[config.mk]
export PLATFORM = sky130hd
export DESIGN_NAME = dirty_range_coalescer_unit
export DESIGN_NICKNAME = d
export VERILOG_FILES = /design/src/rtl/drc_pkg.sv /design/src/rtl/drc_cell.sv /design/src/rtl/drc_rect.sv /design/src/rtl/dirty_range_coalescer_unit.sv
export VERILOG_INCLUDE_DIRS = /design/src /design/src/rtl
export SDC_FILE = /design/constraint.sdc
export NUM_CORES = 2
export LEC_CHECK = 0
export BUFFER_PORTS_ARGS = -buffer_cell sky130_fd_sc_hd__buf_4
export CORE_MARGIN = 8
export CORE_UTILIZATION = 59
export CTS_BUF_LIST = sky130_fd_sc_hd__clkbuf_4 sky130_fd_sc_hd__clkbuf_8 sky130_fd_sc_hd__clkbuf_16
export CTS_CLUSTER_SIZE = 24
export DETAILED_ROUTE_END_ITERATION = 7
export GPL_TIMING_DRIVEN = 0
export PLACE_DENSITY_LB_ADDON = 0.25
export SYNTH_ARGS = -nofsm -noshare
export SYNTH_HDL_FRONTEND = slang
export SYNTH_SLANG_ARGS = --single-unit
[constraint.sdc]
create_clock -name aclk -period 17.9 [get_ports aclk]
set_clock_uncertainty 0.15 [all_clocks]
set_input_delay 1.79 -clock aclk [delete_from_list [all_inputs] [get_ports aclk]]
set_output_delay 1.79 -clock aclk [all_outputs]
set_load 0.01 [all_outputs]
[src/rtl/dirty_range_coalescer_unit_assert.svh]
// Assertion macros used by the dirty-range coalescer RTL.
`ifndef DIRTY_RANGE_COALESCER_UNIT_ASSERT_SVH
`define DIRTY_RANGE_COALESCER_UNIT_ASSERT_SVH

// Same-cycle implication, checked outside reset.
`define DRC_ASSERT_IMP(label, clk, rstn, ante, cons) \
    label: assert property (@(posedge clk) disable iff (!rstn) (ante) |-> (cons)) \
        else $error("drc: same-cycle check failed");

// Next-cycle implication, checked outside reset.
`define DRC_ASSERT_NXT(label, clk, rstn, ante, cons) \
    label: assert property (@(posedge clk) disable iff (!rstn) (ante) |=> (cons)) \
        else $error("drc: next-cycle check failed");

`endif

[src/rtl/drc_pkg.sv]
// Shared constants, types and codes of the dirty-range coalescer.
`timescale 1ns / 1ps
package drc_pkg;

    localparam int MAX_RANGES    = 8;
    localparam int BYTES_PER_ROW = 16;
    localparam int ROW_SHIFT     = $clog2(BYTES_PER_ROW);

    localparam int ADDR_W   = 32;
    localparam int END_W    = ADDR_W + 1;
    localparam int ROW_W    = 16;
    localparam int COL_W    = 4;
    localparam int CNT_W    = $clog2(MAX_RANGES + 1);
    localparam int IDX_W    = (MAX_RANGES > 1) ? $clog2(MAX_RANGES) : 1;
    localparam int CFG_IDX_W = 2;
    localparam int CFG_DATA_W = 32;
    localparam int S_DATA_W = 2 * ADDR_W;
    localparam int M_DATA_W = 2 * ROW_W + 2 * COL_W;

    localparam logic [ADDR_W-1:0] ADDR_ALL_ONES = '1;

    // Input item kinds
    localparam logic OP_RECORD = 1'b0;
    localparam logic OP_FLUSH  = 1'b1;

    // Configuration register indexes
    localparam logic [CFG_IDX_W-1:0] CFG_VIEW_START = 2'd0;
    localparam logic [CFG_IDX_W-1:0] CFG_VIEW_ROWS  = 2'd1;
    localparam logic [CFG_IDX_W-1:0] CFG_DATA_SIZE  = 2'd2;

    typedef struct packed {
        logic [ADDR_W-1:0] start_addr;
        logic [END_W-1:0]  end_addr;    // exclusive
    } entry_t;

    typedef enum logic [1:0] {
        CMD_HOLD  = 2'd0,
        CMD_SHIFT = 2'd1,
        CMD_MERGE = 2'd2,
        CMD_LOAD  = 2'd3
    } cell_cmd_t;

    typedef struct packed {
        logic             valid;
        logic [ROW_W-1:0] top_row;
        logic [COL_W-1:0] left_col;
        logic [ROW_W-1:0] bottom_row;
        logic [COL_W-1:0] right_col;
    } rect_t;

endpackage

[src/rtl/drc_cell.sv]
// One table cell: holds a range, checks it against a query and merges, shifts or loads.
`timescale 1ns / 1ps
module drc_cell (
    input  logic                      aclk,
    input  drc_pkg::cell_cmd_t        cmd,
    input  drc_pkg::entry_t           neighbor,
    input  drc_pkg::entry_t           load_val,
    input  logic [drc_pkg::ADDR_W-1:0] q_lo,
    input  logic [drc_pkg::END_W-1:0]  q_hi,
    input  logic                      occupied,
    output drc_pkg::entry_t           entry,
    output logic                      hit
);

    drc_pkg::entry_t entry_reg;
    drc_pkg::entry_t entry_next;
    logic [drc_pkg::END_W-1:0] q_lo_ext;

    assign q_lo_ext = drc_pkg::END_W'(q_lo);

    // overlap or touch
    assign hit = occupied
              && (q_lo_ext <= entry_reg.end_addr)
              && (q_hi >= drc_pkg::END_W'(entry_reg.start_addr));

    always_comb begin
        entry_next = entry_reg;
        case (cmd)
            drc_pkg::CMD_HOLD: begin
                entry_next = entry_reg;
            end
            drc_pkg::CMD_SHIFT: begin
                entry_next = neighbor;
            end
            drc_pkg::CMD_MERGE: begin
                if (q_lo < entry_reg.start_addr) begin
                    entry_next.start_addr = q_lo;
                end
                if (q_hi > entry_reg.end_addr) begin
                    entry_next.end_addr = q_hi;
                end
            end
            drc_pkg::CMD_LOAD: begin
                entry_next = load_val;
            end
            default: begin
                entry_next = entry_reg;
            end
        endcase
    end

    always_ff @(posedge aclk) begin
        entry_reg <= entry_next;
    end

    assign entry = entry_reg;

endmodule

[src/rtl/drc_rect.sv]
// Clamps a drained range to the window and turns it into a row/column rectangle.
`timescale 1ns / 1ps
module drc_rect (
    input  logic                       aclk,
    input  logic                       clamp_en,
    input  drc_pkg::entry_t            head,
    input  logic [drc_pkg::ADDR_W-1:0] view_start,
    input  logic [drc_pkg::ADDR_W-1:0] lim,
    output drc_pkg::rect_t             rect
);

    logic [drc_pkg::ADDR_W-1:0] lo_clamp;
    logic [drc_pkg::ADDR_W-1:0] hi_clamp;
    logic                       ok_clamp;

    logic [drc_pkg::ADDR_W-1:0] c_lo_reg;
    logic [drc_pkg::ADDR_W-1:0] c_hi_reg;
    logic                       c_ok_reg;

    logic [drc_pkg::ADDR_W-1:0] rel_first;
    logic [drc_pkg::ADDR_W-1:0] rel_last;
    logic [drc_pkg::ROW_W-1:0]  row_a;
    logic [drc_pkg::ROW_W-1:0]  row_b;

    // stage 1: clamp to [view_start, lim)
    always_comb begin
        lo_clamp = (head.start_addr < view_start) ? view_start : head.start_addr;
        if (head.end_addr > drc_pkg::END_W'(lim)) begin
            hi_clamp = lim;
        end else begin
            hi_clamp = head.end_addr[drc_pkg::ADDR_W-1:0];
        end
        ok_clamp = (lo_clamp < hi_clamp);
    end

    always_ff @(posedge aclk) begin
        if (clamp_en) begin
            c_lo_reg <= lo_clamp;
            c_hi_reg <= hi_clamp;
            c_ok_reg <= ok_clamp;
        end
    end

    // stage 2: window-relative byte positions to rows and columns
    assign rel_first = c_lo_reg - view_start;
    assign rel_last  = c_hi_reg - view_start - drc_pkg::ADDR_W'(1);
    assign row_a     = rel_first[drc_pkg::ROW_SHIFT +: drc_pkg::ROW_W];
    assign row_b     = rel_last[drc_pkg::ROW_SHIFT +: drc_pkg::ROW_W];

    always_comb begin
        rect = '0;
        if (c_ok_reg) begin
            rect.valid      = 1'b1;
            rect.top_row    = row_a;
            rect.bottom_row = row_b;
            if (rel_first[drc_pkg::ADDR_W-1:drc_pkg::ROW_SHIFT]
                == rel_last[drc_pkg::ADDR_W-1:drc_pkg::ROW_SHIFT]) begin
                rect.left_col  = drc_pkg::COL_W'(rel_first[drc_pkg::ROW_SHIFT-1:0]);
                rect.right_col = drc_pkg::COL_W'(rel_last[drc_pkg::ROW_SHIFT-1:0]);
            end else begin
                rect.left_col  = '0;
                rect.right_col = drc_pkg::COL_W'(drc_pkg::BYTES_PER_ROW - 1);
            end
        end
    end

endmodule

[src/rtl/dirty_range_coalescer_unit.sv]
// Top level of the dirty-range coalescer: cell chain, sequencer and output register.
`timescale 1ns / 1ps
// Tracks changed byte ranges of a 16-byte-per-row grid view and reports them as
// rectangles. A record transaction (s_tuser = 0) is dropped at capture when
// ignored (zero size or all-ones offset); otherwise it is captured, then checked
// against all cells in parallel for overlap, and merges into the first hit or
// appends. When all MAX_RANGES cells are full and nothing overlaps, the table is
// rotated once around the cell ring to build the bounding range. A flush
// transaction (s_tuser = 1) drains the table through cell 0, each stored range by
// a clamp step and then a convert step, and leaves the table empty; an empty table
// gives one whole-grid result (invalid when the view has no rows). Results sit in
// an output register, so a stalled m_tready only holds the drain. m_tuser carries
// rect_valid, m_tlast marks the final result of a flush. New input is taken only
// between transactions. Configuration writes are accepted whenever the block is
// out of reset and belong between transactions. Neither s_tready nor cfg_ready is
// raised while aresetn is low.
module dirty_range_coalescer_unit (
    input  logic                           aclk,
    input  logic                           aresetn,

    input  logic                           s_tvalid,
    output logic                           s_tready,
    input  logic [drc_pkg::S_DATA_W-1:0]   s_tdata,   // change_offset[31:0], change_size[63:32]
    input  logic                           s_tuser,   // op

    output logic                           m_tvalid,
    input  logic                           m_tready,
    output logic [drc_pkg::M_DATA_W-1:0]   m_tdata,   // top_row[15:0], left_col[19:16],
                                                      // bottom_row[35:20], right_col[39:36]
    output logic                           m_tuser,   // rect_valid
    output logic                           m_tlast,   // last_of_flush

    input  logic                           cfg_valid,
    output logic                           cfg_ready,
    input  logic [drc_pkg::CFG_IDX_W-1:0]  cfg_index,
    input  logic [drc_pkg::CFG_DATA_W-1:0] cfg_data
);

    localparam int N = drc_pkg::MAX_RANGES;

    typedef enum logic [5:0] {
        ST_IDLE     = 6'b000001,
        ST_MATCH    = 6'b000010,
        ST_COLLAPSE = 6'b000100,
        ST_EMPTY    = 6'b001000,
        ST_CLAMP    = 6'b010000,
        ST_EMIT     = 6'b100000
    } state_t;

    state_t state_reg, state_next;

    // configuration
    logic [drc_pkg::ADDR_W-1:0] view_start_reg;
    logic [drc_pkg::ROW_W-1:0]  view_rows_reg;
    logic [drc_pkg::ADDR_W-1:0] data_size_reg;
    logic [drc_pkg::ADDR_W-1:0] lim_reg, lim_next;
    logic [drc_pkg::END_W-1:0]  win_end;

    // sequencer state
    logic [drc_pkg::CNT_W-1:0]  count_reg, count_next;
    logic [drc_pkg::IDX_W-1:0]  step_reg, step_next;   // collapse / drain position
    logic [drc_pkg::ADDR_W-1:0] lo_reg, lo_next;
    logic [drc_pkg::END_W-1:0]  hi_reg, hi_next;
    logic [drc_pkg::ADDR_W-1:0] acc_lo_reg, acc_lo_next;
    logic [drc_pkg::END_W-1:0]  acc_hi_reg, acc_hi_next;

    // output register
    logic                  out_valid_reg, out_valid_next;
    drc_pkg::rect_t        out_rect_reg, out_rect_next;
    logic                  out_last_reg, out_last_next;
    logic                  slot_free;
    logic                  out_load;

    // cells
    drc_pkg::cell_cmd_t    cmd [N];
    drc_pkg::entry_t       load_val [N];
    drc_pkg::entry_t       entry [N];
    logic [N-1:0]          hits;
    logic [N-1:0]          first_hit;
    logic [N-1:0]          occupied;
    logic [N-1:0]          merge_mask;
    logic                  any_hit;
    logic                  table_full;

    logic                  s_accept;
    logic [drc_pkg::ADDR_W-1:0] in_offset;
    logic [drc_pkg::ADDR_W-1:0] in_size;
    logic                  collapse_final;
    logic                  drain_last;
    logic [drc_pkg::ADDR_W-1:0] bound_lo;
    logic [drc_pkg::END_W-1:0]  bound_hi;
    drc_pkg::rect_t        drain_rect;
    drc_pkg::rect_t        grid_rect;

    assign s_tready  = aresetn && (state_reg == ST_IDLE);
    assign s_accept  = s_tvalid && s_tready;
    assign in_offset = s_tdata[drc_pkg::ADDR_W-1:0];
    assign in_size   = s_tdata[drc_pkg::S_DATA_W-1:drc_pkg::ADDR_W];
    assign cfg_ready = aresetn;

    // ---------------- configuration ----------------
    always_ff @(posedge aclk) begin
        if (!aresetn) begin
            view_start_reg <= '0;
            view_rows_reg  <= '0;
            data_size_reg  <= '0;
        end else if (cfg_valid && cfg_ready) begin
            case (cfg_index)
                drc_pkg::CFG_VIEW_START: view_start_reg <= cfg_data;
                drc_pkg::CFG_VIEW_ROWS:  view_rows_reg  <= cfg_data[drc_pkg::ROW_W-1:0];
                drc_pkg::CFG_DATA_SIZE:  data_size_reg  <= cfg_data;
                default: begin
                end
            endcase
        end
    end

    // Window end clamped to the data size and registered; it is settled before a flush
    // reaches its first clamp step when configuration writes stay between transactions.
    assign win_end = drc_pkg::END_W'(view_start_reg)
                   + (drc_pkg::END_W'(view_rows_reg) << drc_pkg::ROW_SHIFT);
    assign lim_next = (win_end < drc_pkg::END_W'(data_size_reg))
                    ? win_end[drc_pkg::ADDR_W-1:0] : data_size_reg;

    always_ff @(posedge aclk) begin
        lim_reg <= lim_next;
    end

    // ---------------- cell chain ----------------
    genvar g;
    generate
        for (g = 0; g < N; g++) begin : g_cell
            assign occupied[g] = (drc_pkg::CNT_W'(g) < count_reg);
            drc_cell u_cell (
                .aclk     (aclk),
                .cmd      (cmd[g]),
                .neighbor (entry[(g + 1) % N]),   // ring: shifts rotate toward cell 0
                .load_val (load_val[g]),
                .q_lo     (lo_reg),
                .q_hi     (hi_reg),
                .occupied (occupied[g]),
                .entry    (entry[g]),
                .hit      (hits[g])
            );
            assign merge_mask[g] = (cmd[g] == drc_pkg::CMD_MERGE);
        end
    endgenerate

    assign any_hit    = |hits;
    assign first_hit  = hits & ~(hits - N'(1));
    assign table_full = (count_reg == drc_pkg::CNT_W'(N));

    assign collapse_final = (step_reg == drc_pkg::IDX_W'(N - 1));
    assign drain_last     = ((drc_pkg::CNT_W'(step_reg) + drc_pkg::CNT_W'(1)) == count_reg);

    // running bounding range while the table rotates past cell 0
    assign bound_lo = (entry[0].start_addr < acc_lo_reg) ? entry[0].start_addr : acc_lo_reg;
    assign bound_hi = (entry[0].end_addr > acc_hi_reg) ? entry[0].end_addr : acc_hi_reg;

    always_comb begin
        for (int i = 0; i < N; i++) begin
            cmd[i]                 = drc_pkg::CMD_HOLD;
            load_val[i].start_addr = lo_reg;
            load_val[i].end_addr   = hi_reg;
            case (state_reg)
                ST_MATCH: begin
                    if (any_hit) begin
                        cmd[i] = first_hit[i] ? drc_pkg::CMD_MERGE : drc_pkg::CMD_HOLD;
                    end else if (!table_full && (drc_pkg::CNT_W'(i) == count_reg)) begin
                        cmd[i] = drc_pkg::CMD_LOAD;
                    end
                end
                ST_COLLAPSE: begin
                    cmd[i] = drc_pkg::CMD_SHIFT;
                    if (collapse_final && (i == 0)) begin
                        cmd[i]                 = drc_pkg::CMD_LOAD;
                        load_val[i].start_addr = bound_lo;
                        load_val[i].end_addr   = bound_hi;
                    end
                end
                ST_CLAMP: begin
                    cmd[i] = drc_pkg::CMD_SHIFT;
                end
                default: begin
                    cmd[i] = drc_pkg::CMD_HOLD;
                end
            endcase
        end
    end

    // ---------------- rectangle conversion ----------------
    drc_rect u_rect (
        .aclk       (aclk),
        .clamp_en   (state_reg == ST_CLAMP),
        .head       (entry[0]),
        .view_start (view_start_reg),
        .lim        (lim_reg),
        .rect       (drain_rect)
    );

    always_comb begin
        grid_rect = '0;
        if (view_rows_reg != '0) begin
            grid_rect.valid      = 1'b1;
            grid_rect.bottom_row = view_rows_reg - drc_pkg::ROW_W'(1);
            grid_rect.right_col  = drc_pkg::COL_W'(drc_pkg::BYTES_PER_ROW - 1);
        end
    end

    // ---------------- sequencer ----------------
    assign slot_free = !out_valid_reg || m_tready;

    always_comb begin
        state_next    = state_reg;
        count_next    = count_reg;
        step_next     = step_reg;
        lo_next       = lo_reg;
        hi_next       = hi_reg;
        acc_lo_next   = acc_lo_reg;
        acc_hi_next   = acc_hi_reg;
        out_load      = 1'b0;
        out_rect_next = out_rect_reg;
        out_last_next = out_last_reg;

        case (state_reg)
            ST_IDLE: begin
                if (s_accept) begin
                    if (s_tuser == drc_pkg::OP_FLUSH) begin
                        step_next  = '0;
                        state_next = (count_reg == '0) ? ST_EMPTY : ST_CLAMP;
                    end else begin
                        lo_next = in_offset;
                        hi_next = drc_pkg::END_W'(in_offset) + drc_pkg::END_W'(in_size);
                        if ((in_size != '0) && (in_offset != drc_pkg::ADDR_ALL_ONES)) begin
                            state_next = ST_MATCH;
                        end
                    end
                end
            end
            ST_MATCH: begin
                if (any_hit) begin
                    state_next = ST_IDLE;
                end else if (!table_full) begin
                    count_next = count_reg + drc_pkg::CNT_W'(1);
                    state_next = ST_IDLE;
                end else begin
                    acc_lo_next = lo_reg;
                    acc_hi_next = hi_reg;
                    step_next   = '0;
                    state_next  = ST_COLLAPSE;
                end
            end
            ST_COLLAPSE: begin
                acc_lo_next = bound_lo;
                acc_hi_next = bound_hi;
                if (collapse_final) begin
                    count_next = drc_pkg::CNT_W'(1);
                    state_next = ST_IDLE;
                end else begin
                    step_next = step_reg + drc_pkg::IDX_W'(1);
                end
            end
            ST_EMPTY: begin
                if (slot_free) begin
                    out_load      = 1'b1;
                    out_rect_next = grid_rect;
                    out_last_next = 1'b1;
                    state_next    = ST_IDLE;
                end
            end
            ST_CLAMP: begin
                state_next = ST_EMIT;
            end
            ST_EMIT: begin
                if (slot_free) begin
                    out_load      = 1'b1;
                    out_rect_next = drain_rect;
                    out_last_next = drain_last;
                    if (drain_last) begin
                        count_next = '0;
                        state_next = ST_IDLE;
                    end else begin
                        step_next  = step_reg + drc_pkg::IDX_W'(1);
                        state_next = ST_CLAMP;
                    end
                end
            end
            default: begin
                state_next = ST_IDLE;
            end
        endcase
    end

    always_comb begin
        if (out_load) begin
            out_valid_next = 1'b1;
        end else if (m_tready) begin
            out_valid_next = 1'b0;
        end else begin
            out_valid_next = out_valid_reg;
        end
    end

    always_ff @(posedge aclk) begin
        if (!aresetn) begin
            state_reg     <= ST_IDLE;
            count_reg     <= '0;
            step_reg      <= '0;
            out_valid_reg <= 1'b0;
        end else begin
            state_reg     <= state_next;
            count_reg     <= count_next;
            step_reg      <= step_next;
            out_valid_reg <= out_valid_next;
        end
    end

    always_ff @(posedge aclk) begin
        lo_reg       <= lo_next;
        hi_reg       <= hi_next;
        acc_lo_reg   <= acc_lo_next;
        acc_hi_reg   <= acc_hi_next;
        out_rect_reg <= out_rect_next;
        out_last_reg <= out_last_next;
    end

    assign m_tvalid = out_valid_reg;
    assign m_tdata  = {out_rect_reg.right_col, out_rect_reg.bottom_row,
                       out_rect_reg.left_col, out_rect_reg.top_row};
    assign m_tuser  = out_rect_reg.valid;
    assign m_tlast  = out_last_reg;

    // ---------------- assertions ----------------
`include "dirty_range_coalescer_unit_assert.svh"

    `DRC_ASSERT_IMP(a_count_bound, aclk, aresetn, 1'b1, count_reg <= drc_pkg::CNT_W'(N))
    `DRC_ASSERT_IMP(a_single_merge, aclk, aresetn, state_reg == ST_MATCH, $onehot0(merge_mask))
    `DRC_ASSERT_NXT(a_flush_empties, aclk, aresetn, (state_reg == ST_EMIT) && slot_free && drain_last, count_reg == '0)
    `DRC_ASSERT_NXT(a_collapse_one, aclk, aresetn, (state_reg == ST_COLLAPSE) && collapse_final, count_reg == drc_pkg::CNT_W'(1))

endmodule

==> impl_metrics.yaml <==
run_status:
  outcome: "complete, but fails checks"
  violations: "max-capacitance violations, max-slew violations"
clock_network:
  cts_buffers: 103
  clk_latency_ns: 0.72
  ctsHoldBuffers: 0
  cts_sinks: 883
  post_cts_resized: 0
  h-tree-depth: 3
  cts_tree: "done"
  cts_root_buf: "clkbuf_16"
  clk_path_buf_depth: 3
  postCtsSetupBuffers: 0
  clk_pin_slew_worst_paths_ns: 0.06
logic_synthesis:
  synth_xor_area_frac: 0.01800
  ys_top_cells_by_area: "edfxtp_1 32%, ha_1 23%, mux2_2 5.5%"
  synthSimpleGateAreaFrac: 0.1112
  seq_area_frac_synth: 0.3511
  synth.area.mux_share: 0.06613
  synthesis.nets: 8670
  avgSynthCellArea_um2: 9.945
  netlist_instances: 7233
  synth_area_um2: 71930
  synth-edff-count: 757
  synth_largest_area_cell: "edfxtp_1"
  synthAdderAreaFrac: 0.2323
  synth_compound_area_frac: 0.1691
  synthFlopType: "edfxtp_1"
  ys_warn_count: 0
  synthArstFlopShare: 0
  ys_ff_latch: 883
  yosysTopAreaCellShare: 0.3160
  synth.distinct_cells: 107
  synth_top_family_by_area: "adder cells"
floorplan:
  die_y_um: 365.2
  coreArea_um2: 121400
  dieArea_um2: 133300
  die_w_um: 365.2
  start_util: 0.5925
  boundaryPins: 149
  num_rows: 128
worst_setup_path:
  cp-start-kind: "register"
  cp_slowest_cell: "edfxtp_1"
  cpPeakStageDelay_ns: 1.35
  crit_type: "register to register"
  r2r_cells: 12
  cp.required_ns: 18.07
  cp.arrival_ns: 8.43
  path_cells: "ha_1 > nand4_1 > nor4_1 > and3_1 > a2111oi_0 > nand3_1 > nand4b_1 > nand3_1 > buf_2 > nor4b_2 > clkbuf_1 > a211o_2"
  cpMostUsedCell: "nand3_1"
  crit_fanout: 32
  cp-end-kind: "register"
cells_and_area:
  area_delta_synth_final_pct: 9.969
  drive_above_1_share: 0.1123
  nets: 8949
  largest_reg_flops: 520
  final_common_cell: "ha_1"
  final_cell_mix: "1329 x ha_1, 757 x edfxtp_1, 712 x inv_1, 561 x nand2_1, 449 x a21o_1"
power_and_ir_drop:
  leakagePower_nw: 35.29
  p_seq_frac: 0.421
  combPwrFrac: 0.206
  peakVddDrop_uv: 80.94
  power_switching_mw: 1.830
  p_clk_frac: 0.372
  total_power_mw: 5.880
  p_int_mw: 4.050
  swShare: 0.3112
  powerDensity_nw_per_um2: 74.33
timing:
  hold_viol_final: 0
  setup_viol: 0
  tightest_slew_ns: 1.604
  slew_headroom: -0.06958
  fin_crit_sh: 0.4617
  drv_slew: 62
  min_period_ns: 8.264
  fin_tns_setup_ns: 0
  rsz0062_at_grt: "no"
  fmax_mhz: 121.0
global_route:
  grt_max_degree: 34
  antenna_found_initial: 6
  track_usage: 0.3791
  grt_pass1_wl_um: 376000
  grt_overflow: 0
  grt_pass1_vias: 61349
routing:
  drcViolationCount: 0
  drtAntennaViolNets: 0
  dr.pass1.iters: 6
  drt_wl_total_um: 258800
  drt_iter0_drc: 5701
  route.vias.total: 60528
  viasPerCell: 6.558
  post_drt_wl_per_cell_um: 28.04
job:
  cap_violations: 7
place:
  place_hpwl_um: 203100
  io_buffers: 147
  gp_congestion: 1.040
hold_path:
  hold_path_depth: 2
  hold_path.class: "register to register"
[path summary, 6_finish.rpt]
path                                        from                          to  slack, ns
worst max-delay path                  hi_reg[24]  g_cell[7].u_cell.entry[64]       9.64
worst min-delay path            data_size_reg[3]            data_size_reg[3]       0.32
worst max register to register        hi_reg[24]  g_cell[7].u_cell.entry[64]       9.64
worst min register to register  data_size_reg[3]            data_size_reg[3]       0.32
[cell usage after synthesis, drive strengths merged (23+ instances only)]
library cell	number
ha	1329
edfxtp	757
inv	712
nand2	563
o21ai	467
a21o	451
a21oi	437
mux2	354
nor2	278
nand4	236
clkbuf	177
dfxtp	126
nor2b	101
nand3	89
a21boi	88
nand2b	86
nor3	84
xnor2	80
buf	79
mux2i	77
a221o	71
nor4	48
o21a	47
xor2	44
a31oi	40
a211oi	39
and3	30
a211o	23
o211ai	23
o31ai	23
[through the flow]
stage	hold slack [ns]	cell area [um2]	std cells	util	setup slack [ns]
after detailed placement	0.3136	75610	9031	0.6228	10.15
after global placement	0.3089	75070	9005	0.6184	1.736
after CTS	0.3220	79060	9222	0.6513	10.15
final	0.3164	79100	9229	0.6516	9.636
after floorplan	0.2935	71930	7233	-	7.572
after global routing	0.3496	79090	9223	0.6515	9.882
[layout make-up]
cell class	instances	area, um2
antenna	6	15.01
buffer	256	1080
clock buffer	135	2935
clock inverter	56	518.0
fill	9865	42290
inverter	712	2673
multi-input combinational	5382	43090
sequential	883	25250
tap	1625	2033
timing repair buffer	174	1509
[logic make-up after synthesis]
| group | count (synthesis) |
|---|---|
| flip-flops | 883 |
| multiplexers | 431 |
| AO/OA/AOI/OAI | 1864 |
| XOR/XNOR | 133 |
| buffers and inverters | 968 |
| adder cells (fa/ha/maj) | 1333 |
| AND/OR/NAND/NOR | 1621 |
[worst max-delay path: cells and delay by family, from the launching register on]
family / cells / cell delay, ns
fa+ha+maj: 1 / 0.44
flops: 1 / 1.35
compound gates: 2 / 1.95
buf+inv: 2 / 1.20
simple gates: 7 / 2.72
[power by group through the flow]
stage	clock, mW	sequential (mW)	combinational, mW
6_report	2.19	2.48	1.21
5_1_grt	2.27	2.48	1.33
4_1_cts	2.18	2.47	1.18
3_5_place_dp	0	2.51	1.18
3_3_place_gp	0	2.51	1.12
2_1_floorplan	0	2.42	0.771
[metal layers]
layer	part of all wire	global-route usage
met1	0.36	0.4253
met2	0.45	0.6179
met3	0.083	0.06685
met4	0.11	0.3388
met5	0.000050	0
Power figures use the tool's default switching activity.
